<file path="config.mk">
export PLATFORM = sky130hd
export DESIGN_NAME = contiguous_span_ring_buffer_unit
export DESIGN_NICKNAME = d
export VERILOG_FILES = /design/src/hw/rtl/csrb_pkg.sv /design/src/hw/rtl/csrb_ram.sv /design/src/hw/rtl/csrb_front.sv /design/src/hw/rtl/csrb_back.sv /design/src/hw/rtl/contiguous_span_ring_buffer_unit.sv
export SDC_FILE = /design/constraint.sdc
export NUM_CORES = 2
export LEC_CHECK = 0
export BUFFER_PORTS_ARGS = -buffer_cell sky130_fd_sc_hd__buf_2
export CORE_MARGIN = 8
export CORE_UTILIZATION = 38
export DETAILED_ROUTE_END_ITERATION = 10
export PLACE_DENSITY = 0.54
export RECOVER_POWER = 25
export SLEW_MARGIN = 40
export SYNTH_ARGS = -nofsm -noshare
export SYNTH_HDL_FRONTEND = slang
export SYNTH_SLANG_ARGS = --single-unit
</file>
<file path="constraint.sdc">
create_clock -name clk -period 12.2 [get_ports clk]
set_input_delay 2.44 -clock clk [delete_from_list [all_inputs] [get_ports clk]]
set_output_delay 2.44 -clock clk [all_outputs]
set_load 0.01 [all_outputs]
</file>
<file path="src/hw/rtl/csrb_pkg.sv">
// Shared types and constants for the contiguous-span ring buffer.
package csrb_pkg;

  // Default sizes handed to the top level parameters.
  localparam int DEPTH_DEF   = 256;
  localparam int MAX_RUN_DEF = 64;

  // Fixed field widths.
  localparam int OUT_W   = 9;
  localparam int REQ_W   = 7;
  localparam int CFG_W   = 9;
  localparam int BYTE_W  = 8;
  localparam int PADDR_W = 3;
  localparam int DATA_W  = 32;

  // Register map, indexed by paddr above the byte offset.
  localparam logic [PADDR_W-3:0] REG_USED_SIZE = 1'b0;
  localparam logic [CFG_W-1:0]   USED_SIZE_RST = 9'd256;

  // Mode codes on the input stream.
  localparam logic [1:0] MODE_LOAD    = 2'd0;
  localparam logic [1:0] MODE_CONSUME = 2'd1;
  localparam logic [1:0] MODE_SKIP    = 2'd2;
  localparam logic [1:0] MODE_NOP     = 2'd3;

  typedef enum logic [1:0] {
    OP_LOAD,
    OP_CONSUME,
    OP_SKIP,
    OP_NOP
  } csrb_op_t;

  typedef enum logic [1:0] {
    ST_DISPATCH,
    ST_SKIP2,
    ST_RUN
  } csrb_state_t;

  // One classified word waiting in the queue between front and back.
  typedef struct packed {
    csrb_op_t              op;
    logic [BYTE_W-1:0]     data;
    logic                  last;
    logic [REQ_W-1:0]      req;
  } csrb_item_t;

  // One result word.
  typedef struct packed {
    logic [BYTE_W-1:0] out_byte;
    logic              accepted;
    logic [OUT_W-1:0]  done_count;
    logic [OUT_W-1:0]  free_span;
    logic [OUT_W-1:0]  ready_span;
    logic [OUT_W-1:0]  fill_count;
    logic              run_last;
  } csrb_result_t;

endpackage

</file>
<file path="src/hw/rtl/csrb_ram.sv">
// Generic single-port RAM with registered read data.
module csrb_ram #(
  parameter int WIDTH = 8,
  parameter int DEPTH = 256
) (
  input  logic                     clk,
  input  logic                     we,
  input  logic                     re,
  input  logic [$clog2(DEPTH)-1:0] addr,
  input  logic [WIDTH-1:0]         wdata,
  output logic [WIDTH-1:0]         rdata
);

  logic [WIDTH-1:0] mem [DEPTH];

  // Read data only changes on a read, so it holds while unread.
  always_ff @(posedge clk) begin
    if (we) begin
      mem[addr] <= wdata;
    end
    if (re) begin
      rdata <= mem[addr];
    end
  end

endmodule

</file>
<file path="src/hw/rtl/csrb_front.sv">
// Front end: accepts input words, classifies them and queues them for the back end.
module csrb_front #(
  parameter int MAX_RUN = csrb_pkg::MAX_RUN_DEF
) (
  input  logic                           clk,
  input  logic                           rst,
  input  logic                           in_valid,
  output logic                           in_ready,
  input  logic [1:0]                     in_mode,
  input  logic [csrb_pkg::BYTE_W-1:0]    in_data,
  input  logic                           in_last,
  input  logic [csrb_pkg::REQ_W-1:0]     in_req,
  output logic                           head_valid,
  output csrb_pkg::csrb_item_t           head,
  input  logic                           pop
);

  localparam int QD  = 2;
  localparam int QIW = $clog2(QD);
  localparam int QCW = $clog2(QD + 1);

  csrb_pkg::csrb_item_t q [QD];
  logic [QIW-1:0]       wr_ptr;
  logic [QIW-1:0]       rd_ptr;
  logic [QCW-1:0]       count;
  csrb_pkg::csrb_item_t item;
  logic                 push;
  logic                 take;

  // Decode the mode and saturate the request length.
  always_comb begin
    item.data = in_data;
    item.last = in_last;
    if (32'(in_req) > MAX_RUN) begin
      item.req = csrb_pkg::REQ_W'(MAX_RUN);
    end else begin
      item.req = in_req;
    end
    case (in_mode)
      csrb_pkg::MODE_LOAD:    item.op = csrb_pkg::OP_LOAD;
      csrb_pkg::MODE_CONSUME: item.op = csrb_pkg::OP_CONSUME;
      csrb_pkg::MODE_SKIP:    item.op = csrb_pkg::OP_SKIP;
      default:                item.op = csrb_pkg::OP_NOP;
    endcase
  end

  assign in_ready   = (count != QCW'(QD));
  assign push       = in_valid && in_ready;
  assign head_valid = (count != '0);
  assign head       = q[rd_ptr];
  assign take       = pop && head_valid;

  // Queue pointers and fill level.
  always_ff @(posedge clk) begin
    if (rst) begin
      wr_ptr <= '0;
      rd_ptr <= '0;
      count  <= '0;
    end else begin
      if (push) begin
        wr_ptr <= wr_ptr + QIW'(1);
      end
      if (take) begin
        rd_ptr <= rd_ptr + QIW'(1);
      end
      if (push && !take) begin
        count <= count + QCW'(1);
      end else if (take && !push) begin
        count <= count - QCW'(1);
      end
    end
  end

  // Queue storage.
  always_ff @(posedge clk) begin
    if (push) begin
      q[wr_ptr] <= item;
    end
  end

endmodule

</file>
<file path="src/hw/rtl/csrb_back.sv">
// Back end: executes queued words against the ring state and drives the result stream.
module csrb_back #(
  parameter int DEPTH = csrb_pkg::DEPTH_DEF
) (
  input  logic                              clk,
  input  logic                              rst,
  input  logic                              cfg_clear,
  input  logic [$clog2(DEPTH+1)-1:0]        span_size,
  input  logic                              head_valid,
  input  csrb_pkg::csrb_item_t              head,
  output logic                              pop,
  output logic                              ram_we,
  output logic                              ram_re,
  output logic [$clog2(DEPTH)-1:0]          ram_addr,
  output logic [csrb_pkg::BYTE_W-1:0]       ram_wdata,
  input  logic [csrb_pkg::BYTE_W-1:0]       ram_rdata,
  output logic                              out_valid,
  input  logic                              out_ready,
  output csrb_pkg::csrb_result_t            out_res
);

  localparam int IW = $clog2(DEPTH);
  localparam int CW = $clog2(DEPTH + 1);
  localparam int RW = csrb_pkg::REQ_W;
  localparam int MW = (CW > RW) ? CW : RW;
  localparam int OW = csrb_pkg::OUT_W;

  // Ring state.
  csrb_pkg::csrb_state_t state, state_next;
  logic [IW-1:0] write_index, write_index_next;
  logic [IW-1:0] read_index, read_index_next;
  logic [CW-1:0] held_count, held_count_next;
  logic [CW-1:0] burst_allowance, burst_allowance_next;
  logic [CW-1:0] burst_taken, burst_taken_next;
  logic          in_burst, in_burst_next;
  logic [RW-1:0] run_len, run_len_next;
  logic [RW-1:0] run_cnt, run_cnt_next;

  // Pending and output stages.
  logic                   pend_v;
  csrb_pkg::csrb_result_t pend;
  logic                   pend_sel;
  logic                   pend_move;
  logic                   can_issue;

  // Decisions for the current cycle.
  logic [CW-1:0] free_cur, ready_cur;
  logic [MW-1:0] take_first;
  logic [MW-1:0] take_second;
  logic          run_last_step;
  logic          issue;
  logic          res_acc;
  logic          res_sel;
  logic          res_last;
  logic [OW-1:0] res_done;
  logic [CW-1:0] free_after, ready_after;
  logic [CW-1:0] allow;
  logic [CW-1:0] taken;
  logic [RW-1:0] left;

  function automatic logic [CW-1:0] free_of(input logic [IW-1:0] wi, input logic [IW-1:0] ri,
                                            input logic [CW-1:0] held, input logic [CW-1:0] sz);
    logic [CW-1:0] r;
    if (wi == ri) begin
      r = (held != '0) ? '0 : sz - CW'(wi);
    end else if (wi > ri) begin
      r = sz - CW'(wi);
    end else begin
      r = CW'(ri) - CW'(wi);
    end
    return r;
  endfunction

  function automatic logic [CW-1:0] ready_of(input logic [IW-1:0] wi, input logic [IW-1:0] ri,
                                             input logic [CW-1:0] held, input logic [CW-1:0] sz);
    logic [CW-1:0] r;
    if (wi == ri) begin
      r = (held != '0) ? sz - CW'(ri) : '0;
    end else if (wi > ri) begin
      r = CW'(wi) - CW'(ri);
    end else begin
      r = sz - CW'(ri);
    end
    return r;
  endfunction

  // Index advance that wraps to zero at the end of the used span.
  function automatic logic [IW-1:0] wrap_add(input logic [IW-1:0] idx, input logic [CW-1:0] amt,
                                             input logic [CW-1:0] sz);
    logic [CW-1:0] sum;
    sum = CW'(idx) + amt;
    return (sum >= sz) ? '0 : sum[IW-1:0];
  endfunction

  // Spans of the current state and the clamped transfer lengths.
  always_comb begin
    free_cur  = free_of(write_index, read_index, held_count, span_size);
    ready_cur = ready_of(write_index, read_index, held_count, span_size);
    if (MW'(ready_cur) < MW'(head.req)) begin
      take_first = MW'(ready_cur);
    end else begin
      take_first = MW'(head.req);
    end
    if (MW'(ready_cur) < MW'(run_len)) begin
      take_second = MW'(ready_cur);
    end else begin
      take_second = MW'(run_len);
    end
    run_last_step = ((run_cnt + RW'(1)) == run_len);
  end

  assign pend_move = pend_v && (!out_valid || out_ready);
  assign can_issue = !pend_v || pend_move;

  // Next state of the sequencer.
  always_comb begin
    state_next = state;
    case (state)
      csrb_pkg::ST_DISPATCH: begin
        if (head_valid && head.op == csrb_pkg::OP_CONSUME && take_first != '0) begin
          state_next = csrb_pkg::ST_RUN;
        end else if (head_valid && head.op == csrb_pkg::OP_SKIP) begin
          state_next = csrb_pkg::ST_SKIP2;
        end
      end
      csrb_pkg::ST_SKIP2: begin
        if (can_issue) begin
          state_next = csrb_pkg::ST_DISPATCH;
        end
      end
      csrb_pkg::ST_RUN: begin
        if (can_issue && run_last_step) begin
          state_next = csrb_pkg::ST_DISPATCH;
        end
      end
      default: state_next = csrb_pkg::ST_DISPATCH;
    endcase
  end

  // Actions of the sequencer: ring updates, store access and result issue.
  always_comb begin
    write_index_next     = write_index;
    read_index_next      = read_index;
    held_count_next      = held_count;
    burst_allowance_next = burst_allowance;
    burst_taken_next     = burst_taken;
    in_burst_next        = in_burst;
    run_len_next         = run_len;
    run_cnt_next         = run_cnt;
    pop       = 1'b0;
    issue     = 1'b0;
    ram_we    = 1'b0;
    ram_re    = 1'b0;
    ram_addr  = write_index;
    ram_wdata = head.data;
    res_acc   = 1'b0;
    res_sel   = 1'b0;
    res_last  = 1'b1;
    res_done  = '0;
    allow     = '0;
    taken     = '0;
    left      = '0;
    case (state)
      csrb_pkg::ST_DISPATCH: begin
        if (head_valid) begin
          case (head.op)
            csrb_pkg::OP_LOAD: begin
              if (can_issue) begin
                // The first byte of a burst samples the contiguous free span.
                allow = in_burst ? burst_allowance : free_cur;
                taken = in_burst ? burst_taken : '0;
                if (taken < allow) begin
                  ram_we           = 1'b1;
                  write_index_next = wrap_add(write_index, CW'(1), span_size);
                  held_count_next  = held_count + CW'(1);
                  taken            = taken + CW'(1);
                  res_acc          = 1'b1;
                end
                burst_allowance_next = allow;
                burst_taken_next     = taken;
                in_burst_next        = !head.last;
                res_done             = OW'(taken);
                pop   = 1'b1;
                issue = 1'b1;
              end
            end
            csrb_pkg::OP_CONSUME: begin
              if (take_first == '0) begin
                if (can_issue) begin
                  pop   = 1'b1;
                  issue = 1'b1;
                end
              end else begin
                run_len_next = RW'(take_first);
                run_cnt_next = '0;
              end
            end
            csrb_pkg::OP_SKIP: begin
              // First pass: up to the end of the readable span.
              read_index_next = wrap_add(read_index, CW'(take_first), span_size);
              held_count_next = held_count - CW'(take_first);
              run_len_next    = head.req - RW'(take_first);
            end
            default: begin
              if (can_issue) begin
                pop   = 1'b1;
                issue = 1'b1;
              end
            end
          endcase
        end
      end
      csrb_pkg::ST_SKIP2: begin
        // Second pass after a possible wrap, then report the total.
        if (can_issue) begin
          read_index_next = wrap_add(read_index, CW'(take_second), span_size);
          held_count_next = held_count - CW'(take_second);
          left     = run_len - RW'(take_second);
          res_done = OW'(head.req - left);
          pop      = 1'b1;
          issue    = 1'b1;
        end
      end
      csrb_pkg::ST_RUN: begin
        // One byte a cycle from the single store port, while the pending stage can take a word.
        if (can_issue) begin
          ram_re          = 1'b1;
          ram_addr        = read_index;
          read_index_next = wrap_add(read_index, CW'(1), span_size);
          held_count_next = held_count - CW'(1);
          run_cnt_next    = run_cnt + RW'(1);
          res_sel         = 1'b1;
          res_done        = OW'(run_cnt + RW'(1));
          res_last        = run_last_step;
          pop             = run_last_step;
          issue           = 1'b1;
        end
      end
      default: begin
        issue = 1'b0;
      end
    endcase
  end

  // Status reported with each result reflects the state after its action.
  assign free_after  = free_of(write_index_next, read_index_next, held_count_next, span_size);
  assign ready_after = ready_of(write_index_next, read_index_next, held_count_next, span_size);

  // Control state.
  always_ff @(posedge clk) begin
    if (rst || cfg_clear) begin
      state           <= csrb_pkg::ST_DISPATCH;
      write_index     <= '0;
      read_index      <= '0;
      held_count      <= '0;
      burst_allowance <= '0;
      burst_taken     <= '0;
      in_burst        <= 1'b0;
      run_len         <= '0;
      run_cnt         <= '0;
    end else begin
      state           <= state_next;
      write_index     <= write_index_next;
      read_index      <= read_index_next;
      held_count      <= held_count_next;
      burst_allowance <= burst_allowance_next;
      burst_taken     <= burst_taken_next;
      in_burst        <= in_burst_next;
      run_len         <= run_len_next;
      run_cnt         <= run_cnt_next;
    end
  end

  // Valid flags of the pending and output stages.
  always_ff @(posedge clk) begin
    if (rst) begin
      pend_v    <= 1'b0;
      out_valid <= 1'b0;
    end else begin
      if (issue) begin
        pend_v <= 1'b1;
      end else if (pend_move) begin
        pend_v <= 1'b0;
      end
      if (pend_move) begin
        out_valid <= 1'b1;
      end else if (out_ready) begin
        out_valid <= 1'b0;
      end
    end
  end

  // Result payloads; the store byte joins when the word leaves the pending stage.
  always_ff @(posedge clk) begin
    if (issue) begin
      pend.out_byte   <= '0;
      pend.accepted   <= res_acc;
      pend.done_count <= res_done;
      pend.free_span  <= OW'(free_after);
      pend.ready_span <= OW'(ready_after);
      pend.fill_count <= OW'(held_count_next);
      pend.run_last   <= res_last;
      pend_sel        <= res_sel;
    end
    if (pend_move) begin
      out_res.out_byte   <= pend_sel ? ram_rdata : pend.out_byte;
      out_res.accepted   <= pend.accepted;
      out_res.done_count <= pend.done_count;
      out_res.free_span  <= pend.free_span;
      out_res.ready_span <= pend.ready_span;
      out_res.fill_count <= pend.fill_count;
      out_res.run_last   <= pend.run_last;
    end
  end

endmodule

</file>
<file path="src/hw/rtl/contiguous_span_ring_buffer_unit.sv">
// Top level of the contiguous-span ring buffer: stream ports, register port and wiring.
// With a free output a result word passes the queue, pending and output registers for a load,
// a no-op or an empty consume, plus the second-pass state for a skip or the run state for the
// first byte of a consume run. Loads and no-ops go one per cycle while the output is free.
// Reset is synchronous and clears the indices, fill count, burst state, queue and outputs;
// store contents stay undefined. A used_size write empties the ring but not queue or outputs.
module contiguous_span_ring_buffer_unit #(
  parameter int DEPTH   = csrb_pkg::DEPTH_DEF,
  parameter int MAX_RUN = csrb_pkg::MAX_RUN_DEF
) (
  input  logic                          clk,
  input  logic                          rst,
  // Input stream. s_tdata: data_byte[7:0], request_length[14:8], zero[15]
  input  logic                          s_tvalid,
  output logic                          s_tready,
  input  logic [15:0]                   s_tdata,
  input  logic [1:0]                    s_tuser,   // mode[1:0]
  input  logic                          s_tlast,
  // Result stream. m_tdata: out_byte[7:0], accepted[8], done_count[17:9],
  // free_span[26:18], ready_span[35:27], fill_count[44:36], zero[47:45]
  output logic                          m_tvalid,
  input  logic                          m_tready,
  output logic [47:0]                   m_tdata,
  output logic                          m_tlast,
  // Register port.
  input  logic                          psel,
  input  logic                          penable,
  input  logic                          pwrite,
  input  logic [csrb_pkg::PADDR_W-1:0]  paddr,
  input  logic [csrb_pkg::DATA_W-1:0]   pwdata,
  output logic [csrb_pkg::DATA_W-1:0]   prdata,
  output logic                          pready
);

  localparam int IW = $clog2(DEPTH);
  localparam int CW = $clog2(DEPTH + 1);

  logic [csrb_pkg::CFG_W-1:0]  used_size;
  logic [CW-1:0]               span_size;
  logic                        reg_hit;
  logic                        cfg_clear;
  logic                        head_valid;
  csrb_pkg::csrb_item_t        head;
  logic                        pop;
  logic                        ram_we;
  logic                        ram_re;
  logic [IW-1:0]               ram_addr;
  logic [csrb_pkg::BYTE_W-1:0] ram_wdata;
  logic [csrb_pkg::BYTE_W-1:0] ram_rdata;
  csrb_pkg::csrb_result_t      res;

  // Register port: one register, writes empty the buffer.
  assign pready    = 1'b1;
  assign reg_hit   = (paddr[csrb_pkg::PADDR_W-1:2] == csrb_pkg::REG_USED_SIZE);
  assign cfg_clear = psel && penable && pwrite && reg_hit;
  assign prdata    = reg_hit ? csrb_pkg::DATA_W'(used_size) : '0;

  always_ff @(posedge clk) begin
    if (rst) begin
      used_size <= csrb_pkg::USED_SIZE_RST;
    end else if (cfg_clear) begin
      used_size <= pwdata[csrb_pkg::CFG_W-1:0];
    end
  end

  // Effective span: zero acts as one, and anything above the store acts as its depth.
  always_comb begin
    if (used_size == '0) begin
      span_size = CW'(1);
    end else if (32'(used_size) > DEPTH) begin
      span_size = CW'(DEPTH);
    end else begin
      span_size = CW'(used_size);
    end
  end

  csrb_front #(
    .MAX_RUN (MAX_RUN)
  ) u_front (
    .clk        (clk),
    .rst        (rst),
    .in_valid   (s_tvalid),
    .in_ready   (s_tready),
    .in_mode    (s_tuser),
    .in_data    (s_tdata[7:0]),
    .in_last    (s_tlast),
    .in_req     (s_tdata[14:8]),
    .head_valid (head_valid),
    .head       (head),
    .pop        (pop)
  );

  csrb_back #(
    .DEPTH (DEPTH)
  ) u_back (
    .clk        (clk),
    .rst        (rst),
    .cfg_clear  (cfg_clear),
    .span_size  (span_size),
    .head_valid (head_valid),
    .head       (head),
    .pop        (pop),
    .ram_we     (ram_we),
    .ram_re     (ram_re),
    .ram_addr   (ram_addr),
    .ram_wdata  (ram_wdata),
    .ram_rdata  (ram_rdata),
    .out_valid  (m_tvalid),
    .out_ready  (m_tready),
    .out_res    (res)
  );

  csrb_ram #(
    .WIDTH (csrb_pkg::BYTE_W),
    .DEPTH (DEPTH)
  ) u_store (
    .clk   (clk),
    .we    (ram_we),
    .re    (ram_re),
    .addr  (ram_addr),
    .wdata (ram_wdata),
    .rdata (ram_rdata)
  );

  // Pack the result word.
  assign m_tdata = {3'b000, res.fill_count, res.ready_span, res.free_span,
                    res.done_count, res.accepted, res.out_byte};
  assign m_tlast = res.run_last;

endmodule

</file>
==> impl_metrics.json <==
{
  "synth_xor_area_share_pct": 1.07,
  "drtIter0Drc": 5073,
  "grt_pass1_vias": 52977,
  "critPathMaxFanout": 15,
  "fin_crit_sh_pct": 91.5,
  "netlist_instances": 5757,
  "relSlewSlack_pct": -178,
  "reg2reg_to": "u_back.pend[20]",
  "cp.arrival_ns": 11.73,
  "die_h_microns": 519,
  "cts_buffers": 223,
  "layout.nets": 6142,
  "fmax_mhz": 89.6,
  "htree_levels": 4,
  "synthTopCellsByArea": "edfxtp_1, mux4_2, ha_1",
  "holdBufCountCts": 0,
  "worst_r2r_startpoint": "used_size[4]",
  "synth_common_cells": "edfxtp_1, nand2_1, mux4_2",
  "swShare_pct": 36.1,
  "avgSynthCellArea_sq_um": 16.7,
  "synthToLayoutAreaGrowth_pct": 13.0,
  "finalMaxSlewViolations": 1113,
  "outcome": "finished, violations left",
  "synth_seq_area_share_pct": 69.6,
  "worstPathRequired_ns": 12.76,
  "async_flop_share_pct": 0,
  "clockBufferDepth": 3,
  "startpoint": "used_size[4]",
  "synth_top_family_by_area": "multiplexers",
  "ys_seq_elements": 2253,
  "place_congestion": 0.836,
  "vias": 52704,
  "slowest_stage": "nor2_1",
  "routedWlPerCell_microns": 27.9,
  "grt_first_pass_wirelength_mm": 379,
  "power.switching_mw": 9.79,
  "dp_hpwl_mm": 161,
  "antenna_found_initial": 12,
  "drc_errors": 0,
  "violations": "max-capacitance violations, max-slew violations",
  "reg2regPathDepth": 44,
  "routed_wl_mm": 263,
  "num_rows": 184,
  "max-vdd-ir-drop_mv": 0.284,
  "start_util_pct": 38.2,
  "fin_cells": 9438,
  "cts_setup_buffers": 0,
  "fin_tns_setup_ns": 0,
  "worst_hold_path.num_cells": 0,
  "vias_per_cell": 5.58,
  "ff2ff_setup_slack_ns": 1.04,
  "power_frac_comb_pct": 40.3,
  "port_buffers": 91,
  "clock_power_share_pct": 24.9,
  "dr.pass1.iters": 5,
  "power.internal_mw": 17.3,
  "worst_slew_pin_slew_ns": 4.17,
  "min_period_ns": 11.16,
  "setup_viol": 0,
  "pwr_density_cell_mw_per_mm2": 250,
  "filler_cell_count": 22268,
  "root_buffer": "clkbuf_16",
  "ios": 145,
  "clkSinkCount": 2253,
  "slowest_delay_ns": 0.59,
  "synth_warnings": 0,
  "grt_max_degree": 124,
  "rsz0062_at_grt": "no",
  "netlist_area_sq_mm": 0.0961,
  "cts_tree": "yes",
  "worst_setup_path_end_kind": "register",
  "dp_cells": 9004,
  "path_class": "register to register",
  "drive_above_1_share_pct": 21.0,
  "antenna_left": 0,
  "synth_compound_area_share_pct": 4.59,
  "yosys.area_share.simple_pct": 6.69,
  "pwr-share-seq_pct": 34.7,
  "grtUsageTotal_pct": 18.9,
  "leakage_nw": 35.2,
  "synth.most_common_cell": "edfxtp_1",
  "hold_viol_final": 0,
  "core_sq_mm": 0.251,
  "crit_path_end": "u_back.pend[20]",
  "drv_cap": 15,
  "synth_edf_count": 2177,
  "die_x_microns": 519,
  "die-area_sq_mm": 0.269,
  "synthAdderAreaFrac_pct": 2.70,
  "synth_cell_types": 97,
  "synth_top_cell_by_area": "edfxtp_1",
  "synthFlopType": "edfxtp_1",
  "worstSetupStartpointType": "register",
  "synth_mux_area_share_pct": 13.2,
  "grt_remaining_overflow": 0,
  "skew_ns": 0.0710,
  "min_path_type": "register to register",
  "cts_resized": 0,
  "synth.top_cell.area_share_pct": 68.1,
  "clk-insertion-delay-late_ns": 0.87,
  "path_clk_slew_ns": 0.06,
  "cpMostUsedCell": "a21oi_1"
}
==> critical path, delay by kind of cell (launching register included) <==
family,cells,cell delay (ns)
muxes,1,0.32
xor gates and xnor gates,2,0.37
AOI/OAI and AO/OA,23,5.22
and+or+nand+nor,7,1.96
buffers and inverters,5,0.91
adders and majority gates,6,1.73
DFF,1,0.35
==> routing by layer <==
layer	part of all wire [%]	global-route usage, %	up-vias
li1	-	-	22910
met1	44	26.8	27727
met2	47	30.7	1708
met3	6.3	3.12	359
met4	2.6	4.79	0
met5	0	0	-
==> registers in the layout (all words and copies together), names as in the netlist, 8 cells and up, named ones only <==
signal	count
u_back.write_index	8
u_store.mem	2048
u_back.out_res	46
u_back.read_index	8
u_front.q	36
u_back.burst_taken	9
u_back.pend	38
u_back.burst_allowance	9
used_size	9
u_back.held_count	9
u_store.rdata	8
==> cells by family after synthesis <==
family                     Yosys count
buffers and inverters              471
xor gates and xnor gates           117
AOI/OAI and AO/OA                  657
other                                2
and+or+nand+nor                   1432
DFF                               2253
adders and majority gates          202
muxes                              623
==> layout by cell type (no fill, tap or decap), types with 36 or more instances in the layout <==
cell and instances:
a21oi_1 186, a211oi_1 65, buf_4 97, mux4_2 512
dfxtp_1 75, inv_1 121, clkinv_1 59, edfxtp_1 2177
a21o_1 50, o21ai_0 89, mux2i_1 92, nand3_1 163
xnor2_1 80, nor2_2 128, buf_2 87, nor2_1 255
nand2_1 545, xor2_1 36, clkbuf_16 225, nand2b_1 36
and3_1 85, ha_1 179, clkbuf_1 64, clkinv_2 45
==> stage by stage <==
stage	utilization [%]	worst slack [ns]	power, mW	hold WS (ns)	cell area (sq um)
6_report	43.2	1.04	27.1	0.415	109000
5_1_grt	43.2	0.102	28.6	0.419	109000
4_1_cts	43.0	1.01	27.2	0.418	108000
3_5_place_dp	40.2	1.09	20.5	0.405	101000
3_3_place_gp	40.1	0.894	20.3	0.403	101000
2_1_floorplan	-	2.94	17.3	0.400	96200
==> final cells by class <==
class	count	area (sq um)	share of cell area [%]
flip-flops and latches	2253	66900	61.6
clock inverters	144	1330	1.22
clock buffers	276	5830	5.37
diodes	5	12.5	0.0115
inverters	122	458	0.422
repair buffers	228	1780	1.64
multi-input cells	3062	28000	25.8
well taps	3348	4190	3.86
==> how the worst min path moves through the flow <==
stage	from	end	slack, ns
after floorplan	u_back.pend[0]	u_back.out_res[0]	0.40
after global placement	u_back.pend[2]	u_back.out_res[2]	0.40
after detailed placement	u_back.pend[16]	u_back.out_res[16]	0.41
after CTS	u_back.pend[6]	u_back.out_res[6]	0.42
after global routing	u_back.pend[16]	u_back.out_res[16]	0.42
final	u_back.pend[6]	u_back.out_res[6]	0.41
==> power groups by stage <==
stage                     Sequential [mW]  Clock, mW  Combinational [mW]
after floorplan                      9.56          0                7.78
after global placement               9.55          0                10.8
after detailed placement             9.55          0                10.9
after CTS                            9.39       6.89                11.0
after global routing                 9.44       7.16                12.0
final                                9.43       6.76                10.9
Note: power is estimated with default switching activity, not from simulation.
